$ cat config.mk
export PLATFORM = sky130hd
export DESIGN_NAME = stream_duplicate_filter_core
export DESIGN_NICKNAME = d
export VERILOG_FILES = /design/src/sdf_pkg.sv /design/src/sdf_ram.sv /design/src/stream_duplicate_filter_core.sv
export SDC_FILE = /design/constraint.sdc
export NUM_CORES = 2
export LEC_CHECK = 0
export ABC_AREA = 1
export BUFFER_PORTS_ARGS = -buffer_cell sky130_fd_sc_hd__buf_2
export CORE_UTILIZATION = 60
export DETAILED_ROUTE_END_ITERATION = 7
export PLACE_DENSITY = 0.75
export SLEW_MARGIN = 20
export SYNTH_ARGS = -nofsm -noshare
export SYNTH_HDL_FRONTEND = slang
export SYNTH_HIERARCHICAL = 1
export SYNTH_SLANG_ARGS = --single-unit
export TNS_END_PERCENT = 10
$ cat constraint.sdc
create_clock -name clk_i -period 16.4 [get_ports clk_i]
set_clock_uncertainty 0.1 [all_clocks]
set_input_delay 3.28 -clock clk_i [delete_from_list [all_inputs] [get_ports clk_i]]
set_output_delay 3.28 -clock clk_i [all_outputs]
set_load 0.01 [all_outputs]
$ cat src/sdf_pkg.sv
// -----------------------------------------------------------------------------
// sdf_pkg
// Shared sizes, types and helpers of the stream duplicate filter.
// -----------------------------------------------------------------------------
package sdf_pkg;

  localparam int unsigned MAX_UNIQUE = 64;
  localparam int unsigned VALUE_W    = 32;
  localparam int unsigned UCOUNT_W   = 7;
  localparam int unsigned UCOUNT_MAX = (1 << UCOUNT_W) - 1;
  localparam int unsigned CNT_W      = $clog2(MAX_UNIQUE + 1);
  localparam int unsigned ADDR_W     = (MAX_UNIQUE > 1) ? $clog2(MAX_UNIQUE) : 1;

  typedef enum logic [1:0] {
    S_IDLE,
    S_SCAN,
    S_DONE
  } state_e;

  // Clamp the stored count to the width of the result field.
  function automatic logic [UCOUNT_W-1:0] sat_count(input logic [CNT_W-1:0] c);
    logic [UCOUNT_W-1:0] r;
    if ((CNT_W > UCOUNT_W) && (c > CNT_W'(UCOUNT_MAX))) begin
      r = UCOUNT_W'(UCOUNT_MAX);
    end else begin
      r = UCOUNT_W'(c);
    end
    return r;
  endfunction

endpackage

$ cat src/sdf_ram.sv
// -----------------------------------------------------------------------------
// sdf_ram
// Simple dual-port RAM: one write port, one read port with registered data.
// -----------------------------------------------------------------------------
module sdf_ram #(
  parameter int unsigned WIDTH = 32,
  parameter int unsigned DEPTH = 64,
  localparam int unsigned AddrW = (DEPTH > 1) ? $clog2(DEPTH) : 1
) (
  input  logic             clk_i,
  input  logic             wr_en_i,
  input  logic [AddrW-1:0] wr_addr_i,
  input  logic [WIDTH-1:0] wr_data_i,
  input  logic             rd_en_i,
  input  logic [AddrW-1:0] rd_addr_i,
  output logic [WIDTH-1:0] rd_data_o
);

  logic [WIDTH-1:0] mem_q [DEPTH];

  always_ff @(posedge clk_i) begin
    if (wr_en_i) begin
      mem_q[wr_addr_i] <= wr_data_i;
    end
    if (rd_en_i) begin
      rd_data_o <= mem_q[rd_addr_i];
    end
  end

endmodule

$ cat src/stream_duplicate_filter_core.sv
// -----------------------------------------------------------------------------
// stream_duplicate_filter_core
// Passes every item on with a flag: kept for the first occurrence of each value of an array, clear for repeats.
// -----------------------------------------------------------------------------
//  channel | direction | handshake             | payload
//  --------+-----------+-----------------------+-----------------------------
//  in      | input     | in_valid_i/in_ready_o | value_i, last_i
//  out     | output    | out_valid_o/out_ready_i | value_out_o, kept_o,
//          |           |                       | unique_count_o, overflow_o,
//          |           |                       | last_out_o
//
// Each item is checked against the N distinct values already held for the array
// (up to MAX_UNIQUE): the store RAM is scanned one entry a cycle through its
// single read port, and a repeat ends the scan at its match.
// One item is in work at a time.
// Reset empties the store at once (the count is cleared, the RAM is not).
// A result waits in the output register; the next item is accepted meanwhile
// and its scan runs, only its final step holds until the register is free.
// -----------------------------------------------------------------------------
module stream_duplicate_filter_core
  import sdf_pkg::*;
(
  input  logic                       clk_i,
  input  logic                       rst_ni,
  input  logic                       in_valid_i,
  output logic                       in_ready_o,
  input  logic signed [VALUE_W-1:0]  value_i,
  input  logic                       last_i,
  output logic                       out_valid_o,
  input  logic                       out_ready_i,
  output logic signed [VALUE_W-1:0]  value_out_o,
  output logic                       kept_o,
  output logic [UCOUNT_W-1:0]        unique_count_o,
  output logic                       overflow_o,
  output logic                       last_out_o
);

  state_e state_q, state_d;

  logic [CNT_W-1:0]   cnt_q, cnt_d;
  logic               ovf_q, ovf_d;
  logic [ADDR_W-1:0]  idx_q, idx_d;
  logic               found_q, found_d;
  logic [VALUE_W-1:0] value_q;
  logic               last_q;

  logic               out_valid_q;
  logic [VALUE_W-1:0] value_out_q;
  logic               kept_q;
  logic [UCOUNT_W-1:0] ucount_q;
  logic               ovf_out_q;
  logic               last_out_q;

  logic               in_fire;
  logic               slot_free;
  logic               rd_en;
  logic [ADDR_W-1:0]  rd_addr;
  logic [VALUE_W-1:0] rd_data;
  logic               wr_en;
  logic               load_out;
  logic               hit;
  logic               scan_end;
  logic               has_room;
  logic               new_kept;
  logic [CNT_W-1:0]   cnt_new;
  logic               ovf_new;

  assign in_fire   = in_valid_i && in_ready_o;
  assign slot_free = !out_valid_q || out_ready_i;
  assign hit       = (rd_data == value_q);
  assign scan_end  = (CNT_W'(idx_q) + CNT_W'(1)) == cnt_q;
  assign has_room  = cnt_q < CNT_W'(MAX_UNIQUE);
  assign new_kept  = !found_q && has_room;
  assign cnt_new   = new_kept ? cnt_q + CNT_W'(1) : cnt_q;
  assign ovf_new   = ovf_q || (!found_q && !has_room);

  sdf_ram #(
    .WIDTH (VALUE_W),
    .DEPTH (MAX_UNIQUE)
  ) u_store (
    .clk_i     (clk_i),
    .wr_en_i   (wr_en),
    .wr_addr_i (cnt_q[ADDR_W-1:0]),
    .wr_data_i (value_q),
    .rd_en_i   (rd_en),
    .rd_addr_i (rd_addr),
    .rd_data_o (rd_data)
  );

  // Next state
  always_comb begin
    state_d = state_q;
    unique case (state_q)
      S_IDLE: begin
        if (in_fire) begin
          state_d = (cnt_q == '0) ? S_DONE : S_SCAN;
        end
      end
      S_SCAN: begin
        if (hit || scan_end) begin
          state_d = S_DONE;
        end
      end
      S_DONE: begin
        if (slot_free) begin
          state_d = S_IDLE;
        end
      end
      default: state_d = S_IDLE;
    endcase
  end

  // Outputs of the sequencer
  always_comb begin
    in_ready_o = 1'b0;
    rd_en      = 1'b0;
    rd_addr    = '0;
    wr_en      = 1'b0;
    load_out   = 1'b0;
    idx_d      = idx_q;
    found_d    = found_q;
    unique case (state_q)
      S_IDLE: begin
        in_ready_o = 1'b1;
        rd_en      = in_valid_i;
        idx_d      = '0;
        found_d    = 1'b0;
      end
      S_SCAN: begin
        // fetch the next entry while comparing the current one
        rd_en   = !(hit || scan_end);
        rd_addr = idx_q + ADDR_W'(1);
        if (hit) begin
          found_d = 1'b1;
        end else if (!scan_end) begin
          idx_d = idx_q + ADDR_W'(1);
        end
      end
      S_DONE: begin
        load_out = slot_free;
        wr_en    = slot_free && new_kept;
      end
      default: ;
    endcase
  end

  always_comb begin
    cnt_d = cnt_q;
    ovf_d = ovf_q;
    if (load_out) begin
      // end of array: empty the store
      cnt_d = last_q ? '0 : cnt_new;
      ovf_d = last_q ? 1'b0 : ovf_new;
    end
  end

  always_ff @(posedge clk_i or negedge rst_ni) begin
    if (!rst_ni) begin
      state_q     <= S_IDLE;
      cnt_q       <= '0;
      ovf_q       <= 1'b0;
      idx_q       <= '0;
      found_q     <= 1'b0;
      out_valid_q <= 1'b0;
    end else begin
      state_q <= state_d;
      cnt_q   <= cnt_d;
      ovf_q   <= ovf_d;
      idx_q   <= idx_d;
      found_q <= found_d;
      if (load_out) begin
        out_valid_q <= 1'b1;
      end else if (out_ready_i) begin
        out_valid_q <= 1'b0;
      end
    end
  end

  always_ff @(posedge clk_i) begin
    if (in_fire) begin
      value_q <= value_i;
      last_q  <= last_i;
    end
    if (load_out) begin
      value_out_q <= value_q;
      kept_q      <= new_kept;
      ucount_q    <= sat_count(cnt_new);
      ovf_out_q   <= ovf_new;
      last_out_q  <= last_q;
    end
  end

  assign out_valid_o    = out_valid_q;
  assign value_out_o    = value_out_q;
  assign kept_o         = kept_q;
  assign unique_count_o = ucount_q;
  assign overflow_o     = ovf_out_q;
  assign last_out_o     = last_out_q;

`ifndef SYNTHESIS
  a_cnt_bound: assert property (@(posedge clk_i) disable iff (!rst_ni)
    cnt_q <= CNT_W'(MAX_UNIQUE))
    else $error("stored count above store depth");

  a_scan_in_range: assert property (@(posedge clk_i) disable iff (!rst_ni)
    state_q == S_SCAN |-> CNT_W'(idx_q) < cnt_q)
    else $error("scan index past stored entries");

  a_kept_counted: assert property (@(posedge clk_i) disable iff (!rst_ni)
    out_valid_o && kept_o |-> unique_count_o != '0)
    else $error("kept item with zero count");

  a_write_grows: assert property (@(posedge clk_i) disable iff (!rst_ni)
    wr_en && !last_q |=> cnt_q == $past(cnt_q) + CNT_W'(1))
    else $error("store write without count advance");

  a_no_accept_busy: assert property (@(posedge clk_i) disable iff (!rst_ni)
    state_q != S_IDLE |-> !in_ready_o)
    else $error("input taken while an item is in work");
`endif

endmodule

==> out/qor.csv <==
stage;metric;value;unit
sta;setup_violations;0;
pwr;vdd_drop_max;0.000137;V
grt;grt_overflow;0;
yosys;yosysTopAreaCell;edfxtp_1;
setup_path;crit_chain;inv_1 -> nor2_2 -> inv_1 -> nor2_4 -> buf_12 -> inv_16 -> buf_12 -> buf_4 -> buf_4 -> nand2_1 -> nand3_1 -> nand3_1 -> nand3_1 -> nand3_1 -> nand2_1 -> nand2_1 -> nand2_1;
sta;slew-limit-headroom;18.0;%
die;core;144000;um2
route;drt_iter0_markers;8906;
clocking;cts_setup_buffers;0;
pwr;p_leak;33.4;nW
placement;place_congestion;0.952;
yosys;synth_edf_count;2155;
grt;grt.total_usage;32.4;%
layout;fillers;9878;
clocking;cts.repair.resized;0;
layout;syn_to_final_growth;10.0;%
clocking;cts_buffer_depth;3;
clocking;ctsHoldBuffers;0;
die;die_w;383;um
setup_path;critPathMaxFanout;254;
yosys;synth.distinct_cells;36;
clocking;clock-sinks;2173;
route;drt-total-wl;239;mm
yosys;synth_nets;7141;
clocking;clock_latency;0.85;ns
route;ant_nets;0;
sta;final.setup.tns;0;ns
die;dieArea;147000;um2
setup_path;cpPeakStageDelay;0.87;ns
grt;grt_max_degree;255;
die;initial_core_util;60.5;%
grt;grt_pass1_vias;53500;
min_path;holdCritPathClass;reg2reg;
setup_path;crit_path_start_kind;register;
job;cap_violations;0;
clocking;cts_tree;done;
layout;fin_nets;7096;
setup_path;crit_path_end_kind;register;
setup_path;startpoint;state_q[0]$_DFFE_PN0P_;
yosys;yosys_warnings;6;
layout;utilization;66.6;%
layout;layout-drive-gt1-share;8.10;%
yosys;synth.top_cells.by_count;2,321 x nand2_1, 2,155 x edfxtp_1, 1,918 x nand3_1, 282 x buf_2, 79 x nor2_1;
sta;worst_slew_pin_slew;1.23;ns
min_path;min_from;value_q[15]$_DFFE_PP_;
sta;period_needed;6.16;ns
clocking;cts_max_level;4;
pwr;p_per_area;157;nW/um2
placement;hpwl;132;mm
die;die_y;383;um
clocking;numCtsBuffers;206;
setup_path;timing.rr.start;state_q[0]$_DFFE_PN0P_;
route;dr.pass1.iters;8;
setup_path;crit_slowest_cell;buf_4;
setup_path;worstPathRequired;17.01;ns
yosys;synthCells;7101;
yosys;synth_area_leaders;edfxtp_1 74%, nand3_1 11%, nand2_1 10%;
route;routedWlPerCell;26.2;um
grt;antenna_found_initial;6;
setup_path;worstSetupPathType;reg2reg;
yosys;synth_flop_cell;edfxtp_1;
sta;fin_crit_sh;37.6;%
die;io_pins;81;
placement;numPortBuffers;80;
yosys;synth_area;87000;um2
yosys;post-synth-top-count-cell;nand2_1;
clocking;cts.clk_slew.worst_paths;0.06;ns
setup_path;arrival;6.77;ns
yosys;synth_top_area_share;74.3;%
sta;fmaxAchievable;0.162;GHz
route;drc;0;
yosys;ys_seq_area_share;74.9;%
yosys;async_reset_ff_share;0.828;%
sta;rsz0062_at_grt;false;
grt;grt_pass1_wl;345;mm
route;viasPerCell;6.28;
die;row_count;139;
route;num_vias;57400;
yosys;yosys_register_bits;2173;
run_status;status;completed;
setup_path;critPathBufInv;7;
sta;final_max_slew_viol_count;0;
yosys;avgSynthCellArea;12.3;um2
clocking;root_buffer;clkbuf_16;
sta;hold_violations;0;
setup_path;cp_top_family;buffers and inverters;
per-stage QoR:
stage	total power [mW]	instances	setup slack, ns	cell area [um2]	hold WS (ns)
detailed placement	10.4	8748	9.72	89200	0.402
CTS	15.0	9124	10.30	95700	0.413
finish	15.0	9130	10.24	95800	0.404
floorplan	9.04	7101	7.81	87000	0.364
global placement	10.3	8745	9.76	89100	0.408
global route	15.5	9127	9.86	95800	0.419
area by class of cell:
cell class | instances | area, um2 | area share [%]
Timing Repair Buffer | 196 | 1480 | 1.55
Antenna cell | 3 | 7.51 | 0.00784
Clock inverter | 115 | 1090 | 1.14
Clock buffer | 261 | 5430 | 5.67
Tap cell | 1903 | 2380 | 2.49
Multi-Input combinational cell | 4422 | 20000 | 20.8
Sequential cell | 2173 | 65200 | 68.0
Inverter | 57 | 251 | 0.263
routing by layer:
metal / vias up / share of wire [%] / global-route usage [%]
li1: 25200 / - / -
met1: 27900 / 36 / 45.3
met2: 3756 / 45 / 47.9
met3: 560 / 13 / 7.43
met4: 2 / 5.6 / 16.9
met5: - / 0.0046 / 0
kinds of logic (layout without fill, tap and decap cells):
group,after synthesis,after routing,synth area share (%)
AO/OA/AOI/OAI,17,17,0.114
AND/OR/NAND/NOR,4370,4370,21.8
XOR/XNOR,32,32,0.322
adder cells (fa/ha/maj),3,3,0.0431
buffers and inverters,506,629,2.84
flip-flops,2173,2173,74.9
other,0,3,0
placed cells by master (no fill, tap or decap), types with 8 or more instances in the layout:
| cell type | n |
|---|---|
| nand2_1 | 2321 |
| edfxtp_1 | 2155 |
| nand3_1 | 1918 |
| clkbuf_16 | 209 |
| buf_4 | 101 |
| buf_2 | 80 |
| nor2_4 | 65 |
| clkbuf_1 | 52 |
| inv_1 | 46 |
| clkinv_1 | 42 |
| clkinv_2 | 40 |
| xnor2_1 | 27 |
| nand4_1 | 19 |
| bufinv_16 | 18 |
| dfrtp_1 | 18 |
| nor2_1 | 17 |
| buf_12 | 10 |
| nand2_2 | 8 |
| nor4_2 | 8 |
registers in the layout, indices dropped and copies added, names as in the netlist, 2 cells and up:
signal and count:
idx_q 6, state_q 2, cnt_q 7, u_store/rd_data_o 32, value_q 32, u_store/mem_q 2048
unique_count_o 7, value_out_o 32
path summary, 6_finish.rpt:
check	to	slack, ns	depth (start not counted)
max reg2reg	u_store/rd_data_o[25]$_DFFE_PP_	10.24	17
min in group asynchronous	out_valid_o$_DFFE_PN0P_	2.28	1
max	u_store/rd_data_o[25]$_DFFE_PP_	10.24	17
min	value_out_o[15]$_DFFE_PP_	0.40	0
min reg2reg	value_out_o[15]$_DFFE_PP_	0.40	0
max in group asynchronous	state_q[1]$_DFFE_PN0P_	13.59	1
where the power goes:
part / switching (mW) / internal (mW)
Clock: 2.01 / 2.62
Sequential: 0.113 / 6.54
Combinational: 2.90 / 0.873
Note: power is estimated with default switching activity, not from simulation.
